$ cat config.mk
export PLATFORM = sky130hd
export DESIGN_NAME = vp9_rtp_descriptor_parser_core_flat
export DESIGN_NICKNAME = d
export VERILOG_FILES = /design/src/sv/vp9rtp_pkg.sv /design/src/sv/vp9rtp_byte_if.sv /design/src/sv/vp9rtp_result_if.sv /design/src/sv/vp9rtp_in_stage.sv /design/src/sv/vp9rtp_parse.sv /design/src/sv/vp9rtp_out_stage.sv /design/src/sv/vp9rtp_descriptor_parser_core.sv /design/src/flat_wrapper.sv
export SDC_FILE = /design/constraint.sdc
export NUM_CORES = 1
export LEC_CHECK = 0
export ABC_CLOCK_PERIOD_IN_PS = 3950
export BUFFER_PORTS_ARGS = -buffer_cell sky130_fd_sc_hd__buf_2
export CORE_MARGIN = 4
export CORE_UTILIZATION = 25
export DETAILED_ROUTE_END_ITERATION = 10
export GPL_ROUTABILITY_DRIVEN = 0
export PLACE_DENSITY = 0.38
export SLEW_MARGIN = 5
export SYNTH_ARGS = -nofsm -noshare
export SYNTH_HDL_FRONTEND = slang
export SYNTH_SLANG_ARGS = --single-unit
$ cat constraint.sdc
create_clock -name clk -period 3.95 [get_ports clk]
set_clock_uncertainty 0.2 [all_clocks]
set_input_delay 0.5925 -clock clk [delete_from_list [all_inputs] [get_ports clk]]
set_output_delay 0.5925 -clock clk [all_outputs]
set_load 0.02 [all_outputs]
$ cat src/sv/vp9rtp_pkg.sv
// ----------------------------------------------------------------------------
// vp9rtp_pkg
// shared types, phase codes, result kinds and limits of the vp9 rtp
// payload descriptor parser
// ----------------------------------------------------------------------------
package vp9rtp_pkg;

    // limits of the descriptor
    localparam int MAX_SPATIAL_LAYERS = 5;
    localparam int MAX_REF_PICS       = 3;

    // parse phases
    localparam logic [3:0] PH_FLAGS   = 4'd0;
    localparam logic [3:0] PH_PICID1  = 4'd1;
    localparam logic [3:0] PH_PICID2  = 4'd2;
    localparam logic [3:0] PH_LAYER   = 4'd3;
    localparam logic [3:0] PH_TL0     = 4'd4;
    localparam logic [3:0] PH_PDIFF   = 4'd5;
    localparam logic [3:0] PH_SS      = 4'd6;
    localparam logic [3:0] PH_WH      = 4'd7;
    localparam logic [3:0] PH_NG      = 4'd8;
    localparam logic [3:0] PH_GROUP   = 4'd9;
    localparam logic [3:0] PH_GPDIFF  = 4'd10;
    localparam logic [3:0] PH_PAYLOAD = 4'd11;
    localparam logic [3:0] PH_DRAIN   = 4'd12;

    // result kinds
    localparam logic [3:0] KIND_NONE    = 4'd0;
    localparam logic [3:0] KIND_FLAGS   = 4'd1;
    localparam logic [3:0] KIND_PICID   = 4'd2;
    localparam logic [3:0] KIND_LAYER   = 4'd3;
    localparam logic [3:0] KIND_TL0     = 4'd4;
    localparam logic [3:0] KIND_PDIFF   = 4'd5;
    localparam logic [3:0] KIND_SS      = 4'd6;
    localparam logic [3:0] KIND_WIDTH   = 4'd7;
    localparam logic [3:0] KIND_HEIGHT  = 4'd8;
    localparam logic [3:0] KIND_NG      = 4'd9;
    localparam logic [3:0] KIND_GROUP   = 4'd10;
    localparam logic [3:0] KIND_GPDIFF  = 4'd11;
    localparam logic [3:0] KIND_PAYLOAD = 4'd12;

    // packet status codes
    localparam logic [1:0] ST_OK          = 2'd0;
    localparam logic [1:0] ST_SHORT       = 2'd1;
    localparam logic [1:0] ST_TOO_MANY_SL = 2'd2;
    localparam logic [1:0] ST_TOO_MANY_PD = 2'd3;

    // descriptor flag bits
    localparam int FLAG_I = 7;
    localparam int FLAG_P = 6;
    localparam int FLAG_L = 5;
    localparam int FLAG_F = 4;
    localparam int FLAG_V = 1;

    typedef struct packed {
        logic [7:0] data_byte;
        logic       last_byte;
    } in_word_t;

    typedef struct packed {
        logic [3:0]  kind;
        logic [15:0] value;
        logic [7:0]  entry_index;
        logic [1:0]  sub_index;
        logic [1:0]  status;
        logic        packet_end;
    } result_t;

    // first enabled descriptor stage at or after stage s
    function automatic logic [3:0] next_stage(input logic [7:0] f, input logic [3:0] s);
        if (s <= PH_PICID1 && f[FLAG_I]) return PH_PICID1;
        if (s <= PH_LAYER && f[FLAG_L]) return PH_LAYER;
        if (s <= PH_TL0 && f[FLAG_L] && !f[FLAG_F]) return PH_TL0;
        if (s <= PH_PDIFF && f[FLAG_F] && f[FLAG_P]) return PH_PDIFF;
        if (s <= PH_SS && f[FLAG_V]) return PH_SS;
        return PH_PAYLOAD;
    endfunction

endpackage

$ cat src/sv/vp9rtp_byte_if.sv
// ----------------------------------------------------------------------------
// vp9rtp_byte_if
// input channel: one payload byte per word with an end-of-packet mark
// ----------------------------------------------------------------------------
interface vp9rtp_byte_if;
    logic       valid;
    logic       ready;
    logic [7:0] data_byte;
    logic       last_byte;

    modport source (output valid, output data_byte, output last_byte, input ready);
    modport sink   (input valid, input data_byte, input last_byte, output ready);
endinterface

$ cat src/sv/vp9rtp_result_if.sv
// ----------------------------------------------------------------------------
// vp9rtp_result_if
// output channel: one decoded field per word
// ----------------------------------------------------------------------------
interface vp9rtp_result_if;
    logic        valid;
    logic        ready;
    logic [3:0]  kind;
    logic [15:0] value;
    logic [7:0]  entry_index;
    logic [1:0]  sub_index;
    logic [1:0]  status;
    logic        packet_end;

    modport source (output valid, output kind, output value, output entry_index,
                    output sub_index, output status, output packet_end, input ready);
    modport sink   (input valid, input kind, input value, input entry_index,
                    input sub_index, input status, input packet_end, output ready);
endinterface

$ cat src/sv/vp9rtp_in_stage.sv
// ----------------------------------------------------------------------------
// vp9rtp_in_stage
// input register; refills in the same cycle the held word moves on
// ----------------------------------------------------------------------------
module vp9rtp_in_stage (
    input  logic                clk,
    input  logic                rst_n,
    vp9rtp_byte_if.sink         rx,
    input  logic                take,
    output logic                word_valid,
    output vp9rtp_pkg::in_word_t word
);
    import vp9rtp_pkg::*;

    logic     valid_reg;
    logic     valid_next;
    in_word_t word_reg;

    assign rx.ready   = !valid_reg || take;
    assign valid_next = (rx.valid && rx.ready) || (valid_reg && !take);

    always_ff @(posedge clk or negedge rst_n)
    begin
        if (!rst_n)
        begin
            valid_reg <= 1'b0;
        end
        else
        begin
            valid_reg <= valid_next;
        end
    end

    always_ff @(posedge clk)
    begin
        if (rx.valid && rx.ready)
        begin
            word_reg <= '{data_byte: rx.data_byte, last_byte: rx.last_byte};
        end
    end

    assign word_valid = valid_reg;
    assign word       = word_reg;
endmodule

$ cat src/sv/vp9rtp_parse.sv
// ----------------------------------------------------------------------------
// vp9rtp_parse
// descriptor phase machine: decodes one byte into one result per step
// ----------------------------------------------------------------------------
module vp9rtp_parse (
    input  logic                  clk,
    input  logic                  rst_n,
    input  logic                  fire,
    input  vp9rtp_pkg::in_word_t  word,
    output vp9rtp_pkg::result_t   result
);
    import vp9rtp_pkg::*;

    logic [3:0] phase_reg,        phase_next;
    logic [7:0] flags_reg,        flags_next;
    logic [7:0] held_reg,         held_next;
    logic [1:0] bif_reg,          bif_next;
    logic [1:0] pdiff_count_reg,  pdiff_count_next;
    logic [3:0] layers_left_reg,  layers_left_next;
    logic [2:0] layer_number_reg, layer_number_next;
    logic [1:0] ss_flags_reg,     ss_flags_next;
    logic [7:0] groups_left_reg,  groups_left_next;
    logic [7:0] group_number_reg, group_number_next;
    logic [1:0] refs_left_reg,    refs_left_next;
    logic [1:0] error_reg,        error_next;

    logic [7:0] b;
    logic [2:0] seen;
    logic [3:0] layers_dec;
    logic [7:0] groups_dec;
    logic [1:0] refs_dec;
    logic [3:0] after_sizes;
    logic [3:0] after_group;

    assign b           = word.data_byte;
    assign seen        = {1'b0, pdiff_count_reg} + 3'd1;
    assign layers_dec  = layers_left_reg - 4'd1;
    assign groups_dec  = groups_left_reg - 8'd1;
    assign refs_dec    = refs_left_reg - 2'd1;
    assign after_sizes = ss_flags_reg[0] ? PH_NG : PH_PAYLOAD;
    assign after_group = (groups_dec == 8'd0) ? PH_PAYLOAD : PH_GROUP;

    always_comb
    begin
        phase_next        = phase_reg;
        flags_next        = flags_reg;
        held_next         = held_reg;
        bif_next          = bif_reg;
        pdiff_count_next  = pdiff_count_reg;
        layers_left_next  = layers_left_reg;
        layer_number_next = layer_number_reg;
        ss_flags_next     = ss_flags_reg;
        groups_left_next  = groups_left_reg;
        group_number_next = group_number_reg;
        refs_left_next    = refs_left_reg;
        error_next        = error_reg;
        result            = '0;

        case (phase_reg)
            PH_FLAGS:
            begin
                flags_next   = b;
                result.kind  = KIND_FLAGS;
                result.value = {8'd0, b};
                phase_next   = next_stage(b, PH_PICID1);
            end
            PH_PICID1:
            begin
                if (b[7])
                begin
                    held_next  = {1'b0, b[6:0]};
                    phase_next = PH_PICID2;
                end
                else
                begin
                    result.kind  = KIND_PICID;
                    result.value = {9'd0, b[6:0]};
                    phase_next   = next_stage(flags_reg, PH_LAYER);
                end
            end
            PH_PICID2:
            begin
                result.kind  = KIND_PICID;
                result.value = {held_reg, b};
                phase_next   = next_stage(flags_reg, PH_LAYER);
            end
            PH_LAYER:
            begin
                // spatial id beyond the supported layer count
                if ({1'b0, b[3:1]} >= 4'(MAX_SPATIAL_LAYERS))
                begin
                    error_next = ST_TOO_MANY_SL;
                    phase_next = PH_DRAIN;
                end
                else
                begin
                    result.kind  = KIND_LAYER;
                    result.value = {8'd0, b};
                    phase_next   = next_stage(flags_reg, PH_TL0);
                end
            end
            PH_TL0:
            begin
                result.kind  = KIND_TL0;
                result.value = {8'd0, b};
                phase_next   = next_stage(flags_reg, PH_PDIFF);
            end
            PH_PDIFF:
            begin
                if (!b[0])
                begin
                    result.kind        = KIND_PDIFF;
                    result.value       = {9'd0, b[7:1]};
                    result.entry_index = {6'd0, pdiff_count_reg};
                    phase_next         = next_stage(flags_reg, PH_SS);
                end
                else if (seen >= 3'(MAX_REF_PICS))
                begin
                    error_next = ST_TOO_MANY_PD;
                    phase_next = PH_DRAIN;
                end
                else
                begin
                    result.kind        = KIND_PDIFF;
                    result.value       = {9'd0, b[7:1]};
                    result.entry_index = {6'd0, pdiff_count_reg};
                    pdiff_count_next   = seen[1:0];
                end
            end
            PH_SS:
            begin
                result.kind   = KIND_SS;
                result.value  = {11'd0, b[7:3]};
                ss_flags_next = b[4:3];
                if (b[4])
                begin
                    layers_left_next  = {1'b0, b[7:5]} + 4'd1;
                    layer_number_next = 3'd0;
                    bif_next          = 2'd0;
                    phase_next        = PH_WH;
                end
                else
                begin
                    phase_next = b[3] ? PH_NG : PH_PAYLOAD;
                end
            end
            PH_WH:
            begin
                // high byte then low byte of width, then of height
                if (!bif_reg[0])
                begin
                    held_next = b;
                end
                else
                begin
                    result.kind        = (bif_reg == 2'd1) ? KIND_WIDTH : KIND_HEIGHT;
                    result.value       = {held_reg, b};
                    result.entry_index = {5'd0, layer_number_reg};
                end
                if (bif_reg == 2'd3)
                begin
                    bif_next          = 2'd0;
                    layer_number_next = layer_number_reg + 3'd1;
                    layers_left_next  = layers_dec;
                    if (layers_dec == 4'd0)
                    begin
                        phase_next = after_sizes;
                    end
                end
                else
                begin
                    bif_next = bif_reg + 2'd1;
                end
            end
            PH_NG:
            begin
                result.kind       = KIND_NG;
                result.value      = {8'd0, b};
                groups_left_next  = b;
                group_number_next = 8'd0;
                phase_next        = (b == 8'd0) ? PH_PAYLOAD : PH_GROUP;
            end
            PH_GROUP:
            begin
                result.kind        = KIND_GROUP;
                result.value       = {10'd0, b[7:2]};
                result.entry_index = group_number_reg;
                refs_left_next     = b[3:2];
                bif_next           = 2'd0;
                if (b[3:2] != 2'd0)
                begin
                    phase_next = PH_GPDIFF;
                end
                else
                begin
                    group_number_next = group_number_reg + 8'd1;
                    groups_left_next  = groups_dec;
                    phase_next        = after_group;
                end
            end
            PH_GPDIFF:
            begin
                result.kind        = KIND_GPDIFF;
                result.value       = {8'd0, b};
                result.entry_index = group_number_reg;
                result.sub_index   = bif_reg;
                bif_next           = bif_reg + 2'd1;
                refs_left_next     = refs_dec;
                if (refs_dec == 2'd0)
                begin
                    group_number_next = group_number_reg + 8'd1;
                    groups_left_next  = groups_dec;
                    phase_next        = after_group;
                end
            end
            PH_PAYLOAD:
            begin
                result.kind  = KIND_PAYLOAD;
                result.value = {8'd0, b};
            end
            default:
            begin
                phase_next = PH_DRAIN;
            end
        endcase

        // end of packet: report status and start over at a flag byte
        if (word.last_byte)
        begin
            result.packet_end = 1'b1;
            if (error_next != ST_OK)
            begin
                result.status = error_next;
            end
            else
            begin
                result.status = (phase_next == PH_PAYLOAD) ? ST_OK : ST_SHORT;
            end
            phase_next        = PH_FLAGS;
            flags_next        = 8'd0;
            held_next         = 8'd0;
            bif_next          = 2'd0;
            pdiff_count_next  = 2'd0;
            layers_left_next  = 4'd0;
            layer_number_next = 3'd0;
            ss_flags_next     = 2'd0;
            groups_left_next  = 8'd0;
            group_number_next = 8'd0;
            refs_left_next    = 2'd0;
            error_next        = ST_OK;
        end
    end

    always_ff @(posedge clk or negedge rst_n)
    begin
        if (!rst_n)
        begin
            phase_reg        <= PH_FLAGS;
            flags_reg        <= 8'd0;
            held_reg         <= 8'd0;
            bif_reg          <= 2'd0;
            pdiff_count_reg  <= 2'd0;
            layers_left_reg  <= 4'd0;
            layer_number_reg <= 3'd0;
            ss_flags_reg     <= 2'd0;
            groups_left_reg  <= 8'd0;
            group_number_reg <= 8'd0;
            refs_left_reg    <= 2'd0;
            error_reg        <= ST_OK;
        end
        else if (fire)
        begin
            phase_reg        <= phase_next;
            flags_reg        <= flags_next;
            held_reg         <= held_next;
            bif_reg          <= bif_next;
            pdiff_count_reg  <= pdiff_count_next;
            layers_left_reg  <= layers_left_next;
            layer_number_reg <= layer_number_next;
            ss_flags_reg     <= ss_flags_next;
            groups_left_reg  <= groups_left_next;
            group_number_reg <= group_number_next;
            refs_left_reg    <= refs_left_next;
            error_reg        <= error_next;
        end
    end
endmodule

$ cat src/sv/vp9rtp_out_stage.sv
// ----------------------------------------------------------------------------
// vp9rtp_out_stage
// result register toward the receiver
// ----------------------------------------------------------------------------
module vp9rtp_out_stage (
    input  logic                 clk,
    input  logic                 rst_n,
    input  logic                 load,
    input  vp9rtp_pkg::result_t  result,
    output logic                 can_load,
    vp9rtp_result_if.source      tx
);
    import vp9rtp_pkg::*;

    logic    valid_reg;
    logic    valid_next;
    result_t result_reg;

    assign can_load   = !valid_reg || tx.ready;
    assign valid_next = load || (valid_reg && !tx.ready);

    always_ff @(posedge clk or negedge rst_n)
    begin
        if (!rst_n)
        begin
            valid_reg <= 1'b0;
        end
        else
        begin
            valid_reg <= valid_next;
        end
    end

    always_ff @(posedge clk)
    begin
        if (load)
        begin
            result_reg <= result;
        end
    end

    assign tx.valid       = valid_reg;
    assign tx.kind        = result_reg.kind;
    assign tx.value       = result_reg.value;
    assign tx.entry_index = result_reg.entry_index;
    assign tx.sub_index   = result_reg.sub_index;
    assign tx.status      = result_reg.status;
    assign tx.packet_end  = result_reg.packet_end;
endmodule

$ cat src/sv/vp9rtp_descriptor_parser_core.sv
// ----------------------------------------------------------------------------
// vp9_rtp_descriptor_parser_core
// vp9 rtp payload descriptor and scalability structure parser, one byte a word
// ----------------------------------------------------------------------------
// usage
//   rx carries the payload bytes of one rtp vp9 packet after another; the
//   word with last_byte set closes a packet and the next word is read as a
//   new descriptor flag byte
//   tx gives exactly one result word per input word, in order, tagged by
//   kind; kind none marks bytes that produce no field (first half of a
//   two-byte field, the byte that raises an error and the bytes after it)
//   on the packet_end word the status reports ok, short packet, too many
//   spatial layers or too many p_diffs; after an error the receiver drops
//   the fields already delivered for that packet
// timing
//   one word per cycle sustained while tx takes every result; a word taken
//   from rx is held in the input register, is decoded by the phase machine
//   and then lands in the result register, which drives tx
//   when tx stalls the result register holds, the input register fills
//   once more and rx.ready then drops until tx takes the result
// reset
//   rst_n clears both stage valids and returns the phase machine to the
//   flag byte phase with all counters at zero
// ----------------------------------------------------------------------------
module vp9_rtp_descriptor_parser_core (
    input  logic            clk,
    input  logic            rst_n,
    vp9rtp_byte_if.sink     rx,
    vp9rtp_result_if.source tx
);
    import vp9rtp_pkg::*;

    // handshake between the stages
    logic     word_valid;
    in_word_t word;
    logic     can_load;
    logic     fire;
    result_t  result;

    // a held word is decoded and moves into the result register together
    assign fire = word_valid && can_load;

    vp9rtp_in_stage u_in_stage (
        .clk        (clk),
        .rst_n      (rst_n),
        .rx         (rx),
        .take       (fire),
        .word_valid (word_valid),
        .word       (word)
    );

    // phase machine state advances only on a decoded word
    vp9rtp_parse u_parse (
        .clk    (clk),
        .rst_n  (rst_n),
        .fire   (fire),
        .word   (word),
        .result (result)
    );

    vp9rtp_out_stage u_out_stage (
        .clk      (clk),
        .rst_n    (rst_n),
        .load     (fire),
        .result   (result),
        .can_load (can_load),
        .tx       (tx)
    );
endmodule
$ cat src/flat_wrapper.sv
// flat-port wrapper written by rule: the top's interface ports become plain ports
module vp9_rtp_descriptor_parser_core_flat import vp9rtp_pkg::*;
  (clk, rst_n, rx_valid, rx_data_byte, rx_last_byte, rx_ready, tx_valid, tx_kind, tx_value, tx_entry_index, tx_sub_index, tx_status, tx_packet_end, tx_ready);
  vp9rtp_byte_if rx_i ();
  vp9rtp_result_if tx_i ();
  input  logic clk;
  input  logic rst_n;
  input wire logic [$bits(rx_i.valid)-1:0] rx_valid;
  input wire logic [$bits(rx_i.data_byte)-1:0] rx_data_byte;
  input wire logic [$bits(rx_i.last_byte)-1:0] rx_last_byte;
  output wire logic [$bits(rx_i.ready)-1:0] rx_ready;
  output wire logic [$bits(tx_i.valid)-1:0] tx_valid;
  output wire logic [$bits(tx_i.kind)-1:0] tx_kind;
  output wire logic [$bits(tx_i.value)-1:0] tx_value;
  output wire logic [$bits(tx_i.entry_index)-1:0] tx_entry_index;
  output wire logic [$bits(tx_i.sub_index)-1:0] tx_sub_index;
  output wire logic [$bits(tx_i.status)-1:0] tx_status;
  output wire logic [$bits(tx_i.packet_end)-1:0] tx_packet_end;
  input wire logic [$bits(tx_i.ready)-1:0] tx_ready;
  assign rx_i.valid = rx_valid;
  assign rx_i.data_byte = rx_data_byte;
  assign rx_i.last_byte = rx_last_byte;
  assign rx_ready = rx_i.ready;
  assign tx_valid = tx_i.valid;
  assign tx_kind = tx_i.kind;
  assign tx_value = tx_i.value;
  assign tx_entry_index = tx_i.entry_index;
  assign tx_sub_index = tx_i.sub_index;
  assign tx_status = tx_i.status;
  assign tx_packet_end = tx_i.packet_end;
  assign tx_i.ready = tx_ready;
  vp9_rtp_descriptor_parser_core u_core (.clk(clk), .rst_n(rst_n), .rx(rx_i), .tx(tx_i));
endmodule
* Yosys cells after proc, flatten, opt, wreduce, memory -nomap -nowiden *
Index checks and enable logic that the tools add are counted.

word-level totals
  output and inout bits = 35
  flip-flop bits (word level) = 95

cells by class
  equal/unequal tests = 21
  add/sub/neg operators = 8
  mux-type cells = 162
  order comparisons = 2
  reductions and logical operators = 43

operator list
  operator               count
  $pmux W20 S12          1
  $mux W4                48
  $mux W8                9
  $pmux W8 S3            3
  $mux W1                66
  $mux W27               2
  $pmux W4 S12           1
  $mux W18               2
  $mux W2                18
  $mux W28               1
  $eq A4 B4 Y1 const B   5
  $eq A4 B3 Y1 const B   4
  $logic_not A8 Y1       2
  $pmux W8 S2            1
  $reduce_and A4 Y1      4
  $mux W7                2
  $ne A3 B2 Y1 const B   4
  $reduce_bool A2 Y1     6
  $mux W3                3
  $reduce_bool A3 Y1     3
  $add A8 B1 Y8 const B  1
  $eq A4 B2 Y1 const B   2
  $logic_and A1 B1 Y1    8
  $logic_not A4 Y1       2
  other kinds (26)       38

* Depth between registers and ports, before layout *
Gate-level depths: netlist (run 1).

  depth in word-level cells = 25
  gate-level depth with buffers = 10

* Modules after synthesis *
A second synthesis (run 1) with hierarchy kept.

second synthesis, totals
  cells, all modules = 517
  area, all modules = 5078.6 sq um

by module, submodules not included
  module                          area an instance (sq um)  cells an instance  times used
  vp9rtp_parse                    3709.8                    467                1
  vp9rtp_out_stage                1038.5                    36                 1
  vp9rtp_in_stage                 324.1                     13                 1
  vp9_rtp_descriptor_parser_core  6.3                       1                  1

* Least setup slack after synthesis (run 1) *
OpenSTA, ideal clock, no wires.

  path type = in2reg
  start point = in tx_ready
  end point = reg u_core.u_parse.flags_reg[5]
  stages = 6
  setup slack = 0.781 ns
  arrival time = 2.846 ns
  library setup time = 0.123 ns
  path through = nand2b_1 -> nand2_1 -> inv_1 -> clkbuf_1 -> o21ai_0 -> a32o_1

on the way
  word-level cells in the longest chain between the ends = 3

ends and longest elaborated chain
  item                                line                                 text
  start, declared                     flat_wrapper.sv:19                   input wire logic [$bits(tx_i.ready)-1:0] tx_ready;
  $logic_or A1 B1 Y1                  vp9rtp_out_stage.sv:19               assign can_load = !valid_reg || tx.ready;
  $logic_and A1 B1 Y1                 vp9rtp_descriptor_parser_core.sv:41  assign fire = word_valid && can_load;
  net u_core.fire                     vp9rtp_descriptor_parser_core.sv:37  logic fire;
  $reduce_and A2 Y1 (no source line)  --
  end signal, assigned                vp9rtp_parse.sv:274                  flags_reg <= flags_next;
  end, declared                       vp9rtp_parse.sv:15                   logic [7:0] flags_reg, flags_next;

The timed path passes the listed nets, and every way through them passes these cells.
A chain may end at the register's enable or synchronous reset.

* Final worst setup path (run 1) *
  start point = reg u_core.u_parse.phase_reg[0]
  end point = reg u_core.u_out_stage.result_reg (netlist bit u_core.u_out_stage.tx.status[0]) (data pin)

on the way
  word-level cells in the longest chain between the ends = 6
  elaborated cells between the ends (all ways) = 23
  those cells by class = eq/ne (12); mux (9); reduce/logical (2)

ends and longest elaborated chain
  item                        line                                      text
  start, declared             vp9rtp_parse.sv:14                        logic [3:0] phase_reg, phase_next;
  start signal, assigned      vp9rtp_parse.sv:273                       phase_reg <= phase_next;
  $mux W4 (on tied branches)  vp9rtp_parse.sv:165, vp9rtp_parse.sv:117
  $mux W4 (on tied branches)  vp9rtp_parse.sv:160, vp9rtp_parse.sv:110
  $pmux W4 S12                vp9rtp_parse.sv:59                        case (phase_reg)
  $eq A4 B4 Y1                vp9rtp_parse.sv:237                       result.status = (phase_next == PH_PAYLOAD) ? ST_OK : ST_SHORT;
  $mux W1                     vp9rtp_parse.sv:237
  $mux W2 *                   vp9rtp_parse.sv:231                       if (error_next != ST_OK)
  end signal, assigned        vp9rtp_out_stage.sv:38                    result_reg <= result;
  end, declared               vp9rtp_out_stage.sv:17                    result_t result_reg;

Mark *: on every way between the ends. The rest lies on a longest branch, timed or not.

==> results of run 1 <==
-- layout make-up --
type | count | area (um2) | share of cell area
Clock buffer | 11 | 264 | 0.0431
Inverter | 19 | 71.3 | 0.0116
Sequential cell | 92 | 2510 | 0.410
Tap cell | 270 | 338 | 0.0551
Clock inverter | 5 | 46.3 | 0.00755
Multi-Input combinational cell | 407 | 2500 | 0.409
Timing Repair Buffer | 68 | 393 | 0.0641
-- metal layers --
layer	global-route usage	part of all wire	vias to the layer above	wire length (um)
li1	-	-	2118	-
met1	0.192	0.46	2117	7510
met2	0.226	0.47	114	7640
met3	0.0237	0.045	24	738
met4	0.0526	0.024	0	391
met5	0	0	-	0
-- metrics by stage --
| step | hold WS (ns) | std cells | util |
|---|---|---|---|
| after detailed placement | 0.263 | 856 | 0.284 |
| after global routing | 0.174 | 872 | 0.299 |
| final | 0.108 | 872 | 0.299 |
| after CTS | 0.144 | 872 | 0.299 |
| after floorplan | 0.0969 | 554 | - |
| after global placement | 0.259 | 856 | 0.284 |
-- worst max-delay path by stage --
stage	startpoint	end	slack, ns
detailed placement	u_core.u_parse.phase_reg[0]	u_core.u_out_stage.tx.status[0]	0.99
CTS	u_core.u_parse.phase_reg[0]	u_core.u_out_stage.tx.status[0]	0.98
floorplan	tx_ready	u_core.u_parse.flags_reg[5]	0.78
finish	u_core.u_parse.phase_reg[0]	u_core.u_out_stage.tx.status[0]	0.93
global placement	u_core.u_parse.phase_reg[0]	u_core.u_out_stage.tx.status[0]	1.09
global route	u_core.u_parse.phase_reg[0]	u_core.u_out_stage.tx.status[0]	0.79
-- cell families after synthesis --
| family | after synthesis | synth area share |
|---|---|---|
| AOI/OAI and AO/OA | 151 | 0.190 |
| xor gates and xnor gates | 4 | 0.00665 |
| adders and majority gates | 14 | 0.0333 |
| buffers and inverters | 55 | 0.0473 |
| DFF | 92 | 0.477 |
| muxes | 8 | 0.0162 |
| and+or+nand+nor | 230 | 0.230 |
-- placed cells by master (no fill, tap or decap), types with 17 or more instances in the layout --
master and count:
inv_1 18, nor3_1 17, o21ai_0 56, buf_2 47
edfxtp_1 42, dfrtp_1 50, buf_4 21, nand2_1 61
a21oi_1 22, nor2_1 49
-- synthesized netlist by cell type (all sizes together) (2+ instances only) --
master    n  area share
o2111ai   3      0.0050
inv      19       0.014
or4       2      0.0036
nor3b     5      0.0071
nand3b    2      0.0029
nor2     51       0.038
a21oi    23       0.023
a2111oi   3      0.0064
a21boi    3      0.0043
nor2b     8      0.0095
xnor2     3      0.0050
clkbuf   19       0.014
mux2i     4      0.0076
and2     16       0.019
o221ai    2      0.0033
o211ai    3      0.0043
nand4     5      0.0059
or3       5      0.0059
o31a      2      0.0033
dfrtp    50        0.24
buf      17       0.020
nor4b     2      0.0033
o31ai     8       0.011
nand2    62       0.045
a32oi     3      0.0050
nand3    12       0.011
a22oi     3      0.0043
nand2b   17       0.022
o21ai    60       0.059
a211oi    2      0.0038
a21o      2      0.0029
o21a      2      0.0029
a22o      6       0.010
ha       14       0.033
nor4      8       0.011
a32o      3      0.0057
o22ai     3      0.0036
and3      6      0.0071
edfxtp   42        0.24
a222oi    6       0.011
mux2      4      0.0086
a31oi     5      0.0059
nor3     17       0.016
-- power by group --
group,internal [mW],switching [mW]
registers,1.18,0.208
clock network,0.496,0.419
logic,0.488,0.795
==> impl_metrics.csv, run 1 <==
group,metric,value,unit
timing,hold_viol_final,0,
clock_network,ctsRootBufferMaster,"clkbuf_16",
floorplan,pin_count,48,
timing,timing.final.crit_share,0.764,
final_layout,nFillCells,2170,
yosys,async_flop_share,0.543,
outcome,status,"finished clean",
critical_path,crit_slowest_cell,"dfrtp_1",
power_and_ir_drop,report.power.total,3.59,mW
timing,grt_setup_unrepaired,"false",
critical_path,r2r.worst_path.cells,6,
yosys,synth.ff_latch_count,92,
clock_network,clock_pin_slew_on_the_worst_setup_and_hold_paths,0.08,ns
yosys,synthesis.area,5270,um2
grt,global_route_usage_sum,0.141,
drt,drt_pre_antenna_iters,5,
clock_network,cts_made_buffers,9,
timing,timing.final.ws_setup,0.934,ns
final_layout,largest_register_ff_count,16,
critical_path,crit_path_max_incr_delay,0.87,ns
critical_path,setup.worst_path.start_class,"flip-flop",
clock_network,tritoncts,"built",
floorplan,dieArea,23500,um2
yosys,number_of_flops_mapped_to_enable_cells_by_yosys,42,
critical_path,critical_path.reg2reg.startpoint,"u_core.u_parse.phase_reg[0]",
yosys,netlist_instances,554,
clock_network,post_cts_buffers,0,
placed_design,dp_hpwl,11700,um
clock_network,post_cts_hold_buffer_count,0,
critical_path,cp_cell_sequence,"and4b_1 > o21ai_0 > o21a_1 > nor4b_1 > o31ai_1 > nand2_1",
critical_path,reg2reg_to,"u_core.u_out_stage.tx.status[0]",
critical_path,worst_ep_required_time,3.86,ns
final_layout,fraction_of_final_layout_cells_with_drive_strength_greater_than_1,0.171,
critical_path,crit_arrival,2.92,ns
grt,initial_antenna_violation_count,0,
clock_network,cts_resized,0,
drt,wl,16300,um
timing,slew_viol_final,0,
critical_path,criticalPathCategory,"flip-flop to flip-flop",
timing,totalNegativeSetupSlack,0,ns
job,drv.max_cap_violation_count,0,
yosys,yosysWarningCount,0,
clock_network,tritoncts_num_sinks,92,
yosys,synth-seq-area-share,0.477,
floorplan,area_of_the_core,20500,um2
placed_design,detailedPlace.worstSlack,0.985,ns
final_layout,antennaDiodeCount,0,
final_layout,num-nets-final,624,
drt,via_count_of_the_routed_design,4373,
final_layout,area_delta_synth_final,16.4,%
final_layout,final_non_filler_cell_area,6130,um2
critical_path,critPathTopFamily,"simple AND/OR/NAND/NOR gates",
grt,globalRoute.totalOverflow,0,
clock_network,htree_levels,3,
floorplan,die_h,153,um
placed_design,dpl_cell_area,5820,um2
placed_design,io_buffers,47,
grt,global_route_wire_length_before_repair,26000,um
drt,ant_nets,0,
yosys,synth_flop_cell,"dfrtp_1",
critical_path,critPathBufInv,0,
hold_path,worst_hold_path_type,"input pin to async pin",
clock_network,insertion_delay,0.36,ns
power_and_ir_drop,max_ir_drop_vdd,0.244,mV
clock_network,ctsLongestPathBuffers,2,
drt,drt_iter0_drc,252,
drt,post_drt_via_cell_ratio,5.01,
floorplan,fp.dieW,153,um
yosys,synthesis.area_per_instance,9.51,um2
floorplan,initial_utilization,0.257,
power_and_ir_drop,static_leak,2.50,nW
drt,drt-wirelength-per-cell,18.7,um
critical_path,worst_setup_path_end_kind,"flip-flop",
timing,finalWorstPathRequiredPeriod,3.02,ns
grt,first_global_vias,4375,
timing,max-slew-margin-rel,0.241,
timing,fmax,332,MHz
yosys,synth.distinct_cells,79,
timing,worst-slew-pin-transition,1.13,ns
drt,remaining_drc_errors,0,
floorplan,rows,52,
critical_path,critical_path_depth,6,
yosys,synth_nets,581,
power_and_ir_drop,pwr_density_cell,585,nW/um2
grt,pin_count_of_the_biggest_net_entering_global_routing,33,
timing,final-setup-viol-count,0,
critical_path,path_max_fanout,24,
critical_path,r2r_setup_slack,0.93,ns
Note: power is estimated with default switching activity, not from simulation.
==> run 2: changes to the inputs <==
- ABC_CLOCK_PERIOD_IN_PS: 3950 -> 2400
- PLACE_DENSITY: 0.38 -> 0.4
- clock period: 3.95 -> 2.4 ns (I/O delays scaled with it)
==> run 2 against run 1 <==
  * Combinational power up 140%
  * Worst hold slack better by 0.00087 ns
  * Sequential power rose by 57%
  * Wire length is 5.3% higher
  * Sequential share of layout area is 5.1 points lower
  * Cell area up 14%
  * Highest routed layer unchanged
  * Register-to-register slack got worse by 0.93 ns
  * Utilization rose by 4.3 points
  * Largest cell class is now multi-input combinational cells
  * Worst setup slack lost 0.93 ns
  * Power up 88%
==> impl_metrics.csv, run 2 (synthesis results as in run 1) <==
group,metric,value,unit
critical_path,worst_ep_required_time,2.30,ns
power_and_ir_drop,pwr_density_cell,963,nW/um2
floorplan,die_h,153,um
timing,finalWorstPathRequiredPeriod,2.40,ns
clock_network,ctsLongestPathBuffers,2,
power_and_ir_drop,report.power.total,6.75,mW
critical_path,setup.worst_path.start_class,"flip-flop",
drt,via_count_of_the_routed_design,4780,
final_layout,num-nets-final,710,
placed_design,dp_hpwl,12400,um
timing,max-slew-margin-rel,0.532,
timing,fmax,417,MHz
grt,global_route_usage_sum,0.146,
timing,holdWs,0.109,ns
clock_network,tritoncts,"built",
clock_network,insertion_delay,0.35,ns
power_and_ir_drop,static_leak,2.96,nW
final_layout,final_non_filler_cell_area,7010,um2
timing,totalNegativeSetupSlack,0,ns
job,drv.max_cap_violation_count,0,
timing,final-setup-viol-count,0,
drt,remaining_drc_errors,0,
drt,drt-wirelength-per-cell,17.9,um
clock_network,cts_made_buffers,9,
drt,drt_iter0_drc,322,
final_layout,antennaDiodeCount,0,
outcome,status,"finished clean",
grt,first_global_vias,4648,
grt,globalRoute.totalOverflow,0,
critical_path,worst_setup_path_end_kind,"flip-flop",
floorplan,fp.dieW,153,um
critical_path,criticalPathCategory,"flip-flop to flip-flop",
clock_network,htree_levels,3,
timing,grt_setup_unrepaired,"true",
grt,global_route_wire_length_before_repair,26900,um
critical_path,path_max_fanout,4,
final_layout,most_common_library_cell_in_the_layout_ignoring_fill_and_taps,"buf_4",
drt,ant_nets,0,
floorplan,rows,52,
floorplan,pin_count,48,
clock_network,clock_pin_slew_on_the_worst_setup_and_hold_paths,0.07,ns
drt,post_drt_via_cell_ratio,4.99,
drt,wl,17100,um
power_and_ir_drop,max_ir_drop_vdd,0.332,mV
timing,worst-slew-pin-transition,0.701,ns
hold_path,worst_hold_path_type,"input pin to flip-flop",
final_layout,largest_register_ff_count,16,
timing,slew_viol_final,0,
floorplan,initial_utilization,0.257,
drt,drt_pre_antenna_iters,5,
clock_network,tritoncts_num_sinks,92,
placed_design,dpl_cell_area,6350,um2
final_layout,area_delta_synth_final,33.2,%
critical_path,crit_arrival,2.30,ns
floorplan,dieArea,23500,um2
grt,initial_antenna_violation_count,0,
final_layout,nFillCells,2104,
final_layout,fraction_of_final_layout_cells_with_drive_strength_greater_than_1,0.289,
floorplan,area_of_the_core,20500,um2
clock_network,ctsRootBufferMaster,"clkbuf_16",
final_layout,layout_common_cells,"89 x buf_4, 61 x nand2_1, 55 x o21ai_0, 48 x nor2_1, 48 x buf_2",
timing,hold_viol_final,0,
final_layout,final_core_utilization,0.342,
placed_design,io_buffers,47,
timing,timing.final.crit_share,0.998,
grt,pin_count_of_the_biggest_net_entering_global_routing,51,
run 2: cell types whose count changed in the layout (fill, tap and decap cells not counted), sizes merged:
cell,previous run,this run
buf,68,143
dlygate4sd3,0,11
bufinv,0,1
clkbuf,11,12
clkinv,1,0
inv,23,22
run 2: path summary, 6_finish.rpt:
check,from,cells past startpoint,slack [ns],end
min in group asynchronous,rst_n,3,0.32,u_core.u_out_stage.tx.valid
max,u_core.u_parse.phase_reg[1],8,0.005,u_core.u_out_stage.tx.status[0]
max in group asynchronous,rst_n,3,1.39,u_core.u_parse.held_reg[5]
min,tx_ready,3,0.11,u_core.u_out_stage.tx.valid
min reg2reg,u_core.u_parse.held_reg[6],2,0.27,u_core.u_parse.held_reg[6]
max reg2reg,u_core.u_parse.phase_reg[1],8,0.005,u_core.u_out_stage.tx.status[0]
run 2: metrics by stage:
stage,setup WS (ns),std cells
floorplan,0.0387,554
CTS,0.00548,950
finish,0.00476,958
detailed placement,-0.0783,920
global placement,-0.0656,920
global route,-0.0770,958
run 2: per-layer routing:
| layer | routed length, um | global-route usage | vias up | share of wire |
|---|---|---|---|---|
| met5 | 0 | 0 | - | 0 |
| met4 | 475 | 0.0564 | 0 | 0.028 |
| met3 | 707 | 0.0240 | 28 | 0.041 |
| met2 | 8080 | 0.234 | 133 | 0.47 |
| met1 | 7880 | 0.197 | 2323 | 0.46 |
| li1 | - | - | 2296 | - |
run 2: critical path, stage by stage (launching register included):
cell and delay (ns):
dfrtp_2 0.40, buf_4 0.14, nand2_2 0.05, buf_4 0.16
or4bb_1 0.49, a32oi_2 0.30, nor4b_4 0.10, o31ai_4 0.23
nand2_1 0.07
run 2: power breakdown:
| part | internal, mW | switching [mW] |
|---|---|---|
| registers | 1.96 | 0.222 |
| clock network | 0.916 | 0.650 |
| logic | 1.34 | 1.66 |
run 2: what timing repair did:
item                                    CTS  global route
endpoints found under the setup margin    3            16
endpoints found under the hold margin    60             0
gates resized for setup                   5            29
pin swaps                                 0             9
buffers inserted                          3             8
hold buffers                             11             0
run 2: area by class of cell:
type,instances,area [um2],share of cell area
clock inverters,4,58.8,0.00839
well taps,270,338,0.0482
inverters,19,71.3,0.0102
multi-input cells,407,2640,0.376
clock buffers,12,268,0.0382
repair buffers,154,1120,0.160
flip-flops and latches,92,2520,0.359
